===== config.mk =====
export PLATFORM = sky130hd
export DESIGN_NAME = capability_slot_table_top
export DESIGN_NICKNAME = d
export VERILOG_FILES = /design/src/hdl/capst_pkg.sv /design/src/hdl/capability_slot_table_top.sv
export SDC_FILE = /design/constraint.sdc
export NUM_CORES = 2
export LEC_CHECK = 0
export BUFFER_PORTS_ARGS = -buffer_cell sky130_fd_sc_hd__buf_2
export CAP_MARGIN = 20
export CORE_AREA = 2 2 654 656
export DETAILED_ROUTE_END_ITERATION = 10
export DIE_AREA = 0 0 656 658
export PLACE_DENSITY_LB_ADDON = 0.3
export SETUP_SLACK_MARGIN = 0.5
export SKIP_CTS_REPAIR_TIMING = 1
export SLEW_MARGIN = 20
export SYNTH_ARGS = -nofsm -noshare
export SYNTH_HDL_FRONTEND = slang
export SYNTH_SLANG_ARGS = --single-unit
export TNS_END_PERCENT = 50

===== constraint.sdc =====
create_clock -name clk_i -period 7.14 [get_ports clk_i]
set_input_delay 0 -clock clk_i [delete_from_list [all_inputs] [get_ports clk_i]]
set_output_delay 0 -clock clk_i [all_outputs]
set_load 0.01 [all_outputs]

===== src/hdl/capst_pkg.sv =====
package capst_pkg;

  localparam int unsigned SLOT_COUNT  = 64;
  localparam int unsigned SLOT_W      = $clog2(SLOT_COUNT);
  localparam int unsigned COUNT_W     = $clog2(SLOT_COUNT + 1);
  localparam int unsigned IDX_W       = 7;
  localparam int unsigned GEN_BITS    = 16;
  localparam int unsigned TAG_BITS    = 16;
  localparam int unsigned RIGHTS_BITS = 8;
  localparam int unsigned KIND_W      = 4;
  localparam int unsigned SPACE_W     = 16;
  localparam int unsigned OP_W        = 3;
  localparam int unsigned STATUS_W    = 4;
  localparam int unsigned APB_AW      = 3;
  localparam int unsigned APB_DW      = 32;

  localparam logic [RIGHTS_BITS-1:0] RIGHT_GRANT_BIT = RIGHTS_BITS'(1);

  typedef enum logic [OP_W-1:0] {
    OP_INSTALL     = 3'd0,
    OP_REMOVE      = 3'd1,
    OP_LOOKUP      = 3'd2,
    OP_CLEAR_GRANT = 3'd3,
    OP_REVOKE      = 3'd4,
    OP_PEEK        = 3'd5
  } op_e;

  typedef enum logic [STATUS_W-1:0] {
    STAT_OK          = 4'd0,
    STAT_BAD_INDEX   = 4'd1,
    STAT_WRONG_SPACE = 4'd2,
    STAT_EMPTY       = 4'd3,
    STAT_STALE       = 4'd4,
    STAT_WRONG_TYPE  = 4'd5,
    STAT_RIGHTS      = 4'd6,
    STAT_DEAD        = 4'd7,
    STAT_FULL        = 4'd8
  } status_e;

  typedef enum logic {
    REG_SPACE_ID   = 1'b0,
    REG_GRANT_MASK = 1'b1
  } reg_e;

  typedef struct packed {
    logic [TAG_BITS-1:0]    tag;
    logic [KIND_W-1:0]      kind;
    logic [RIGHTS_BITS-1:0] rights;
    logic [GEN_BITS-1:0]    gen;
  } slot_entry_t;

endpackage


===== src/hdl/capability_slot_table_top.sv =====
// channel | direction | handshake                | payload
// in      | input     | in_valid_i / in_stall_o   | op, index, handle, tag, kind, rights, live
// out     | output    | out_valid_o / out_stall_i | status, slot, object, generation, used slots
// cfg     | input     | psel / penable / pready   | space_id at 0x0, grant_mask at 0x4
//
// each beat reads the slot memory when it is accepted, then checks and writes back in the execute state
// the slot memory has one port for reads and one for writes, read data registered
// occupancy and per-slot written bits are flops; reset clears them at once, no clearing pass
// a result waits in the output register while the next beat is taken in
// a beat stays in the execute cycle while an earlier result is stalled at the output
module capability_slot_table_top (
  input  logic                                clk_i,
  input  logic                                rst_ni,
  input  logic                                in_valid_i,
  output logic                                in_stall_o,
  input  logic [capst_pkg::OP_W-1:0]          op_i,
  input  logic [capst_pkg::IDX_W-1:0]         slot_index_i,
  input  logic [capst_pkg::SPACE_W-1:0]       handle_space_i,
  input  logic [capst_pkg::GEN_BITS-1:0]      handle_generation_i,
  input  logic [capst_pkg::TAG_BITS-1:0]      object_tag_i,
  input  logic [capst_pkg::KIND_W-1:0]        cap_kind_i,
  input  logic [capst_pkg::RIGHTS_BITS-1:0]   rights_bits_i,
  input  logic                                object_live_i,
  output logic                                out_valid_o,
  input  logic                                out_stall_i,
  output logic [capst_pkg::STATUS_W-1:0]      status_o,
  output logic [capst_pkg::SLOT_W-1:0]        slot_out_o,
  output logic [capst_pkg::TAG_BITS-1:0]      object_out_o,
  output logic [capst_pkg::GEN_BITS-1:0]      generation_out_o,
  output logic [capst_pkg::COUNT_W-1:0]       used_slots_o,
  input  logic                                psel,
  input  logic                                penable,
  input  logic                                pwrite,
  input  logic [capst_pkg::APB_AW-1:0]        paddr,
  input  logic [capst_pkg::APB_DW-1:0]        pwdata,
  output logic [capst_pkg::APB_DW-1:0]        prdata,
  output logic                                pready
);
  import capst_pkg::*;

  localparam logic S_IDLE = 1'b0;
  localparam logic S_EXEC = 1'b1;

  logic                   state_q, state_d;
  logic [SPACE_W-1:0]     space_id_q;
  logic [RIGHTS_BITS-1:0] grant_mask_q;

  logic [SLOT_COUNT-1:0]  used_q, used_d;
  logic [SLOT_COUNT-1:0]  written_q;
  logic [COUNT_W-1:0]     cnt_q, cnt_d;

  slot_entry_t            mem [SLOT_COUNT];
  slot_entry_t            rd_q;
  logic                   rd_hit_q;

  logic [OP_W-1:0]        op_q;
  logic [IDX_W-1:0]       idx_q;
  logic [SPACE_W-1:0]     hspace_q;
  logic [GEN_BITS-1:0]    hgen_q;
  logic [TAG_BITS-1:0]    tag_q;
  logic [KIND_W-1:0]      kind_q;
  logic [RIGHTS_BITS-1:0] rights_q;
  logic                   live_q;
  logic [SLOT_W-1:0]      free_idx_q;
  logic                   full_q;

  logic [SLOT_W-1:0]      free_idx;
  logic                   full;
  logic [SLOT_W-1:0]      rd_addr;
  logic                   in_acc;
  logic                   exec_go;
  logic                   cfg_wr;

  slot_entry_t            ent;
  slot_entry_t            wr_data;
  logic                   wr_en;
  logic [SLOT_W-1:0]      slot_a;
  logic                   idx_ok;
  logic                   slot_used;
  logic                   is_handle;
  status_e                status;
  logic [SLOT_W-1:0]      res_slot;
  logic [TAG_BITS-1:0]    res_obj;
  logic [GEN_BITS-1:0]    res_gen;

  logic                   out_valid_q;
  logic [STATUS_W-1:0]    status_q;
  logic [SLOT_W-1:0]      slot_out_q;
  logic [TAG_BITS-1:0]    object_out_q;
  logic [GEN_BITS-1:0]    generation_out_q;
  logic [COUNT_W-1:0]     used_slots_q;

  assign in_stall_o = (state_q != S_IDLE);
  assign in_acc     = in_valid_i && !in_stall_o;
  assign exec_go    = (state_q == S_EXEC) && (!out_valid_q || !out_stall_i);

  // lowest free slot
  always_comb begin
    free_idx = '0;
    full     = 1'b1;
    for (int i = SLOT_COUNT - 1; i >= 0; i--) begin
      if (!used_q[i]) begin
        free_idx = SLOT_W'(i);
        full     = 1'b0;
      end
    end
  end

  assign rd_addr = (op_i == OP_INSTALL) ? free_idx : slot_index_i[SLOT_W-1:0];

  // apb
  assign pready = 1'b1;
  assign cfg_wr = psel && penable && pwrite && pready;

  always_comb begin
    unique case (reg_e'(paddr[2]))
      REG_SPACE_ID:   prdata = APB_DW'(space_id_q);
      REG_GRANT_MASK: prdata = APB_DW'(grant_mask_q);
      default:        prdata = '0;
    endcase
  end

  always_ff @(posedge clk_i or negedge rst_ni) begin
    if (!rst_ni) begin
      space_id_q   <= '0;
      grant_mask_q <= RIGHT_GRANT_BIT;
    end else if (cfg_wr) begin
      unique case (reg_e'(paddr[2]))
        REG_SPACE_ID:   space_id_q   <= pwdata[SPACE_W-1:0];
        REG_GRANT_MASK: grant_mask_q <= pwdata[RIGHTS_BITS-1:0];
        default:        ;
      endcase
    end
  end

  // check and write back
  always_comb begin
    ent       = rd_hit_q ? rd_q : '0;
    slot_a    = (op_q == OP_INSTALL) ? free_idx_q : idx_q[SLOT_W-1:0];
    idx_ok    = idx_q < IDX_W'(SLOT_COUNT);
    slot_used = used_q[slot_a];
    is_handle = (op_q == OP_LOOKUP) || (op_q == OP_REVOKE);
    status    = STAT_OK;
    res_slot  = '0;
    res_obj   = '0;
    res_gen   = '0;
    wr_en     = 1'b0;
    wr_data   = ent;
    used_d    = used_q;
    cnt_d     = cnt_q;

    if (op_q == OP_INSTALL) begin
      priority if (kind_q == '0) begin
        status = STAT_WRONG_TYPE;
      end else if (!live_q) begin
        status = STAT_DEAD;
      end else if (full_q) begin
        status = STAT_FULL;
      end else begin
        wr_en          = 1'b1;
        wr_data.tag    = tag_q;
        wr_data.kind   = kind_q;
        wr_data.rights = rights_q;
        used_d[slot_a] = 1'b1;
        cnt_d          = cnt_q + COUNT_W'(1);
        res_slot       = slot_a;
        res_gen        = ent.gen;
      end
    end else if (op_q == OP_REMOVE || op_q == OP_LOOKUP || op_q == OP_CLEAR_GRANT ||
                 op_q == OP_REVOKE || op_q == OP_PEEK) begin
      if (!idx_ok) begin
        status = STAT_BAD_INDEX;
      end else begin
        res_slot = slot_a;
        res_gen  = ent.gen;
        priority if (is_handle && hspace_q != space_id_q) begin
          status = STAT_WRONG_SPACE;
        end else if (!slot_used) begin
          status = STAT_EMPTY;
        end else if (is_handle && hgen_q != ent.gen) begin
          status = STAT_STALE;
        end else if ((op_q == OP_LOOKUP || op_q == OP_PEEK) && ent.kind != kind_q) begin
          status = STAT_WRONG_TYPE;
        end else if (op_q == OP_LOOKUP && (ent.rights & rights_q) != rights_q) begin
          status = STAT_RIGHTS;
        end else if (op_q == OP_LOOKUP && !live_q) begin
          status = STAT_DEAD;
        end else begin
          status = STAT_OK;
        end

        if (status == STAT_OK) begin
          if (op_q == OP_LOOKUP || op_q == OP_PEEK || op_q == OP_REVOKE) begin
            res_obj = ent.tag;
          end
          if (op_q == OP_REMOVE || op_q == OP_REVOKE) begin
            wr_en          = 1'b1;
            wr_data.tag    = '0;
            wr_data.kind   = '0;
            wr_data.rights = '0;
            wr_data.gen    = ent.gen + GEN_BITS'(1);
            used_d[slot_a] = 1'b0;
            cnt_d          = cnt_q - COUNT_W'(1);
            res_gen        = wr_data.gen;
          end else if (op_q == OP_CLEAR_GRANT) begin
            wr_en          = 1'b1;
            wr_data.rights = ent.rights & ~grant_mask_q;
          end
        end
      end
    end
  end

  always_comb begin
    state_d = state_q;
    unique case (state_q)
      S_IDLE:  if (in_acc) state_d = S_EXEC;
      S_EXEC:  if (exec_go) state_d = S_IDLE;
      default: state_d = S_IDLE;
    endcase
  end

  always_ff @(posedge clk_i or negedge rst_ni) begin
    if (!rst_ni) begin
      state_q     <= S_IDLE;
      used_q      <= '0;
      written_q   <= '0;
      cnt_q       <= '0;
      out_valid_q <= 1'b0;
    end else begin
      state_q <= state_d;
      if (exec_go) begin
        used_q      <= used_d;
        cnt_q       <= cnt_d;
        out_valid_q <= 1'b1;
        if (wr_en) begin
          written_q[slot_a] <= 1'b1;
        end
      end else if (!out_stall_i) begin
        out_valid_q <= 1'b0;
      end
    end
  end

  // slot memory
  always_ff @(posedge clk_i) begin
    if (exec_go && wr_en) begin
      mem[slot_a] <= wr_data;
    end
    if (in_acc) begin
      rd_q     <= mem[rd_addr];
      rd_hit_q <= written_q[rd_addr];
    end
  end

  always_ff @(posedge clk_i) begin
    if (in_acc) begin
      op_q       <= op_i;
      idx_q      <= slot_index_i;
      hspace_q   <= handle_space_i;
      hgen_q     <= handle_generation_i;
      tag_q      <= object_tag_i;
      kind_q     <= cap_kind_i;
      rights_q   <= rights_bits_i;
      live_q     <= object_live_i;
      free_idx_q <= free_idx;
      full_q     <= full;
    end
    if (exec_go) begin
      status_q         <= status;
      slot_out_q       <= res_slot;
      object_out_q     <= res_obj;
      generation_out_q <= res_gen;
      used_slots_q     <= cnt_d;
    end
  end

  assign out_valid_o      = out_valid_q;
  assign status_o         = status_q;
  assign slot_out_o       = slot_out_q;
  assign object_out_o     = object_out_q;
  assign generation_out_o = generation_out_q;
  assign used_slots_o     = used_slots_q;

  a_count_matches: assert property (@(posedge clk_i) disable iff (!rst_ni)
    32'(cnt_q) == $countones(used_q))
    else $error("used count out of step with occupancy");

  a_used_written: assert property (@(posedge clk_i) disable iff (!rst_ni)
    (used_q & ~written_q) == '0)
    else $error("occupied slot never written");

  a_accept_exec: assert property (@(posedge clk_i) disable iff (!rst_ni)
    in_acc |=> state_q == S_EXEC)
    else $error("accepted beat did not enter execute");

  a_result_from_exec: assert property (@(posedge clk_i) disable iff (!rst_ni)
    $rose(out_valid_q) |-> $past(state_q == S_EXEC))
    else $error("result without execute cycle");

  a_occupancy_steady: assert property (@(posedge clk_i) disable iff (!rst_ni)
    (state_q == S_IDLE) |=> $stable(used_q) || $past(exec_go))
    else $error("occupancy changed outside write back");

endmodule


; ---- After elaboration in Yosys (flattened, before gate mapping)
; Memories as Yosys holds them, arrays and structs flattened. A register that Yosys moved wholly into a read port is not among the register bits.
; Cells that the tools add are included.
[word_totals]
mem_count = 1
output_inout_bits = 84
register_bits = 289
elab_cells = 242
ram_bits = 2816
[classes]
eq_ne = 13
reduce_logical = 38
add_sub_neg = 3
order_cmp = 4
n_mux = 147
bitwise_logic = 13
[memory_table]
columns = memory, words, width, read_ports, rd_ports_with_merged_regs, wr, line_no
row1 = mem, 64, 44, 1, 1, 1, capability_slot_table_top.sv:52  ; slot_entry_t mem [SLOT_COUNT];
[op_table]
columns = op, n
row1 = $mux W64, 8
row2 = $mux W6, 72
row3 = $mux W44, 4
row4 = $mux W16, 9
row5 = $or A64 B64 Y64, 2
row6 = $mux W28, 4
row7 = $and A64 B64 Y64, 1
row8 = $not A64 Y64, 1
row9 = $pmux W32 S2, 1
row10 = $reduce_and A63 Y1, 1
row11 = $mux W7, 8
row12 = $mux W4, 9
row13 = $ne A16 B16 Y1, 2
row14 = $mux W20, 1
row15 = $mux W1, 19
row16 = $mux W3, 6
row17 = $add A16 B1 Y16 const B, 1
row18 = $and A8 B8 Y8, 2
row19 = $mux W8, 2
row20 = $lt A6 B7 Y1 const B, 2
row21 = $bmux W1 S6, 2
row22 = $logic_and A1 B1 Y1, 11
row23 = $logic_or A1 B1 Y1, 9
row24 = $logic_not A4 Y1, 2
row25 = other kinds (21), 39

; ---- Logic depth before layout (Yosys ltp)
[depth]
ltp_word = 67
ltp_mapped = 16
ltp_nobuf = 10

; ---- Worst setup path after synthesis
; No wires, ideal clock.
[synth_timing]
kind = flip-flop to flip-flop
from = register state_q, in the netlist in_stall_o
to = register free_idx_q[0] (enable)
setup_time_ns = 0.621
arrival_time_ns = 5.886
setup_slack_ns = 0.633
path_stages_with_launch = 2
n_path_buf = 0
cell_sequence = dfrtp_1 > nor2b_1
[synth_via]
elab_chain_len = 2
[synth_lines]
columns = element, line_no
row1 = "start, declared", capability_slot_table_top.sv:44  ; logic state_q, state_d;
row2 = "start signal, assigned", capability_slot_table_top.sv:231  ; state_q <= state_d;
row3 = $logic_not A1 Y1, capability_slot_table_top.sv:94  ; assign in_acc = in_valid_i && !in_stall_o;
row4 = $logic_and A1 B1 Y1, capability_slot_table_top.sv:94
row5 = named net in_acc, capability_slot_table_top.sv:70  ; logic in_acc;
row6 = "end signal, assigned", capability_slot_table_top.sv:266  ; free_idx_q <= free_idx;
row7 = "end, declared", capability_slot_table_top.sv:64  ; logic [SLOT_W-1:0] free_idx_q;
; The timed path passes the listed nets, and every way through them passes these cells.
; A chain may end at the register's enable or synchronous reset.

==> flow_results.xml <==
<?xml version="1.0" encoding="UTF-8"?>
<metrics>
  <group name="critical_path">
    <metric name="timing.setup.critical_path_class" unit="">reg -&gt; reg</metric>
    <metric name="cp.arrival" unit="ns">6.52</metric>
    <metric name="critical_path.max_fanout" unit="">32</metric>
    <metric name="worst-r2r-cell-count" unit="">13</metric>
    <metric name="critPathLaunchType" unit="">register</metric>
    <metric name="regToRegEndpoint" unit="">rd_q[6]$_DFFE_PP_</metric>
    <metric name="worst_ep_required_time" unit="ns">7.48</metric>
    <metric name="ff2ff_setup_slack" unit="ns">0.96</metric>
    <metric name="endpoint_kind" unit="">register</metric>
  </group>
  <group name="synthesis">
    <metric name="syn_area_per_cell" unit="um2">15.18</metric>
    <metric name="synth_area_leaders" unit="">edfxtp_1, mux2i_1, dfrtp_1</metric>
    <metric name="synth_top_cell_area_share" unit="%">70.67</metric>
    <metric name="synth_enable_flop_cells" unit="">2988</metric>
    <metric name="netlist.top_cell.by_area" unit="">edfxtp_1</metric>
    <metric name="yosys_warnings" unit="">0</metric>
    <metric name="ys_ff_latch" unit="">3149</metric>
    <metric name="fraction_of_registers_with_async_set_or_reset_after_synthesis" unit="%">5.113</metric>
    <metric name="share_of_the_yosys_chip_area_belonging_to_registers" unit="%">73.85</metric>
    <metric name="ys_dominant_reg_cell" unit="">edfxtp_1</metric>
    <metric name="synthesis.area" unit="um2">127000</metric>
    <metric name="synthCells" unit="">8366</metric>
    <metric name="synth_cell_types" unit="">102</metric>
  </group>
  <group name="clocking">
    <metric name="max-clock-path-buffers" unit="">4</metric>
    <metric name="cts_tree" unit="">built</metric>
    <metric name="clock-sinks" unit="">3149</metric>
    <metric name="clk_latency" unit="ns">0.91</metric>
    <metric name="cts_inserted_buffers" unit="">338</metric>
    <metric name="clk_pin_slew_worst_paths" unit="ns">0.06</metric>
    <metric name="h_tree_lvl_count" unit="">5</metric>
    <metric name="clockRootBuffer" unit="">clkbuf_16</metric>
  </group>
  <group name="drt">
    <metric name="drt-wirelength-per-cell" unit="um">29.90</metric>
    <metric name="drt_first_iter_violations" unit="">10520</metric>
    <metric name="wirelength" unit="um">444800</metric>
    <metric name="drt_drc_violations_left" unit="">72</metric>
    <metric name="firstDrtPassIters" unit="">11</metric>
    <metric name="post_drt_via_cell_ratio" unit="">5.512</metric>
    <metric name="routed-via-count" unit="">82010</metric>
    <metric name="antenna_left" unit="">0</metric>
  </group>
  <group name="power">
    <metric name="p_per_area" unit="nW/um2">274.7</metric>
    <metric name="worst_vdd_drop" unit="uV">211.1</metric>
    <metric name="p_comb_share" unit="%">8.3</metric>
    <metric name="share_clk_of_total_power" unit="%">41.1</metric>
    <metric name="p_int" unit="uW">31630</metric>
    <metric name="power.sequential.fraction" unit="%">50.6</metric>
    <metric name="power_switching_share" unit="%">23.65</metric>
    <metric name="power.leakage" unit="uW">0.05084</metric>
    <metric name="switching_power" unit="uW">9795</metric>
  </group>
  <group name="status">
    <metric name="violations" unit="">design-rule violations</metric>
    <metric name="status" unit="">finished with violations</metric>
  </group>
  <group name="placed_design">
    <metric name="port-buffer-count" unit="">161</metric>
    <metric name="place.gp.congestion" unit="">0.8568</metric>
    <metric name="post-dp-hpwl" unit="um">261000</metric>
  </group>
  <group name="cells_and_area">
    <metric name="finish.net_count" unit="">9044</metric>
    <metric name="area_growth" unit="%">18.77</metric>
    <metric name="finalCoreUtilization" unit="%">35.46</metric>
    <metric name="drive_above_1_share" unit="%">15.24</metric>
  </group>
  <group name="die">
    <metric name="floorplan.io_pins" unit="">197</metric>
    <metric name="die_h" unit="um">658</metric>
    <metric name="design.die.area" unit="um2">431600</metric>
    <metric name="die_width" unit="um">656</metric>
    <metric name="num_rows" unit="">240</metric>
    <metric name="coreArea" unit="um2">425200</metric>
    <metric name="effective_utilization_at_floorplan" unit="%">29.86</metric>
  </group>
  <group name="min_path">
    <metric name="timing.hold.worst_endpoint" unit="">idx_q[0]$_DFFE_PP_</metric>
    <metric name="hold_start" unit="">slot_index_i[0]</metric>
    <metric name="holdPathStages" unit="">2</metric>
    <metric name="holdCritPathClass" unit="">in -&gt; reg</metric>
  </group>
  <group name="flow_run">
    <metric name="timing.max_cap.violations" unit="">0</metric>
  </group>
  <group name="global_routing">
    <metric name="grt_pass1_wl" unit="um">613500</metric>
    <metric name="first_global_vias" unit="">77560</metric>
    <metric name="grt_overflow_total" unit="">0</metric>
    <metric name="grt_usage" unit="%">19.78</metric>
    <metric name="antenna_found_initial" unit="">32</metric>
    <metric name="grt_max_degree" unit="">190</metric>
  </group>
  <group name="timing">
    <metric name="achievable-frequency" unit="MHz">161.8</metric>
    <metric name="finClkSkew" unit="ns">0.07044</metric>
    <metric name="finalCriticalPeriod" unit="ns">6.179</metric>
    <metric name="final_setup_viols" unit="">0</metric>
    <metric name="drv_slew" unit="">0</metric>
    <metric name="setup_tns" unit="ns">0</metric>
    <metric name="worst_slew_pin_slew" unit="ns">1.250</metric>
    <metric name="final.period_utilization" unit="%">86.54</metric>
    <metric name="hold_violations" unit="">0</metric>
    <metric name="timing.slew.headroom" unit="%">15.99</metric>
    <metric name="rsz_0062_raised_after_global_routing" unit="">no</metric>
    <metric name="fin_hold_ws" unit="ns">0.008914</metric>
  </group>
</metrics>
[cell families (layout without fill, tap and decap cells)]
logic type	after synthesis	in the layout	share of synthesized area, %
AO/OA/AOI/OAI	1896	1896	10.11
XOR/XNOR	44	44	0.3035
adder cells (fa/ha/maj)	3	3	0.02957
buffers and inverters	647	1444	2.292
flip-flops	3149	3149	73.85
multiplexers	717	717	5.727
other	2	30	0.005915
AND/OR/NAND/NOR	1908	1908	7.687
[state kept, by name (all words and copies together) (netlist names), 3 cells and up, named ones only]
| register | count |
|---|---|
| op_q | 3 |
| rd_q | 44 |
| hgen_q | 16 |
| generation_out_o | 16 |
| object_out_o | 16 |
| space_id_q | 16 |
| used_slots_o | 7 |
| status_o | 4 |
| hspace_q | 16 |
| grant_mask_q | 8 |
| mem | 2816 |
| free_idx_q | 6 |
| tag_q | 16 |
| kind_q | 4 |
| idx_q | 7 |
| rights_q | 8 |
| slot_out_o | 6 |
| cnt_q | 7 |
| written_q | 64 |
[cells in the mapped netlist, types with 26 or more instances]
cell type     n
a21oi_1     188
a211oi_1    274
o21bai_1     64
nand3_1     316
edfxtp_1   2988
o2111ai_1    26
a31o_2       53
buf_2       121
a22oi_1      30
nand4_1      97
a32oi_1      66
nand2_1     656
a2111oi_0    33
dfrtp_1     160
nor4_1      130
and3_1      353
clkbuf_1    397
o22ai_1     270
a21o_1       33
nor2_1      136
a21boi_0     84
mux2i_1     654
inv_1        29
o31ai_1     101
a31oi_1     141
buf_4        76
nor3_1       56
o21ai_0     340
o211ai_1     62
xnor2_1      29
mux2_2       61
[area by class of cell]
cell class,instances,area [um2]
fillers,40100,274400
flip-flops and latches,3149,93760
multi-input cells,4585,31710
clock buffers,431,9112
repair buffers,824,7535
well taps,5687,7116
clock inverters,159,1419
inverters,30,113.9
diodes,13,32.53
[metrics by stage]
| step | cells | total power [uW] | cell area [um2] | worst slack [ns] |
|---|---|---|---|---|
| after floorplan | 8381 | 22990 | 127000 | 0.6330 |
| after global placement | 14090 | 24580 | 138300 | 0.8888 |
| after detailed placement | 14090 | 24640 | 138400 | 0.9029 |
| after CTS | 14680 | 41500 | 148900 | 0.8568 |
| after global routing | 14870 | 42520 | 150800 | 0.6606 |
| final | 14880 | 41420 | 150800 | 0.9607 |
[cells in the final DEF (no fill, tap or decap), drive strengths merged, types with 53 or more instances in the layout]
| cell | n |
|---|---|
| nor4 | 132 |
| o211ai | 62 |
| nand3 | 320 |
| o21bai | 68 |
| a21boi | 85 |
| buf | 641 |
| nand4 | 99 |
| o22ai | 270 |
| dfrtp | 160 |
| o31ai | 104 |
| a21oi | 189 |
| edfxtp | 2988 |
| a32oi | 66 |
| clkbuf | 431 |
| nor2 | 138 |
| mux2i | 654 |
| a31oi | 141 |
| clkinv | 125 |
| and3 | 353 |
| a31o | 53 |
| nor3 | 58 |
| mux2 | 62 |
| dlygate4sd3 | 183 |
| o21ai | 352 |
| nand2 | 663 |
| a211oi | 275 |
[worst max path at each step]
stage | endpoint | slack (ns) | cells past startpoint | from
after CTS | rd_q[6]$_DFFE_PP_ | 0.86 | 13 | register
after global placement | rd_q[6]$_DFFE_PP_ | 0.89 | 12 | register
after global routing | rd_q[6]$_DFFE_PP_ | 0.66 | 13 | register
after detailed placement | rd_q[6]$_DFFE_PP_ | 0.90 | 13 | register
final | rd_q[6]$_DFFE_PP_ | 0.96 | 13 | register
after floorplan | free_idx_q[0]$_DFFE_PP_ | 0.63 | 1 | in_stall_o$_DFF_PN0_
[metal layers]
layer  global-route usage, %  wire [um]  vias up
met3                   3.378      41090      701
met4                   5.991      14460       12
met1                   27.96     187300    42720
met5                       0         74        -
met2                   31.10     202000     4134
li1                        -          -    34440
[power by group through the flow]
stage	Sequential [uW]	Combinational (uW)	Clock, uW
5_1_grt	21000	3610	17900
4_1_cts	21000	3300	17200
3_3_place_gp	21300	3240	0
2_1_floorplan	21300	1690	0
6_report	21000	3430	17000
3_5_place_dp	21400	3290	0
[worst max-delay path, cell delays in order (launching register included)]
cell and delay, ns:
dfrtp_1 0.42, inv_1 0.12, o21ai_0 0.11, a2111oi_1 0.75, nand2_1 0.11, buf_4 0.29, o2111a_4 0.57, nor2_8 0.71
buf_12 0.28, buf_4 0.20, mux2_2 0.37, a2111oi_0 0.55, and4_1 0.44, nand4b_1 0.67
No activity file was read; power rests on OpenSTA's default activity.
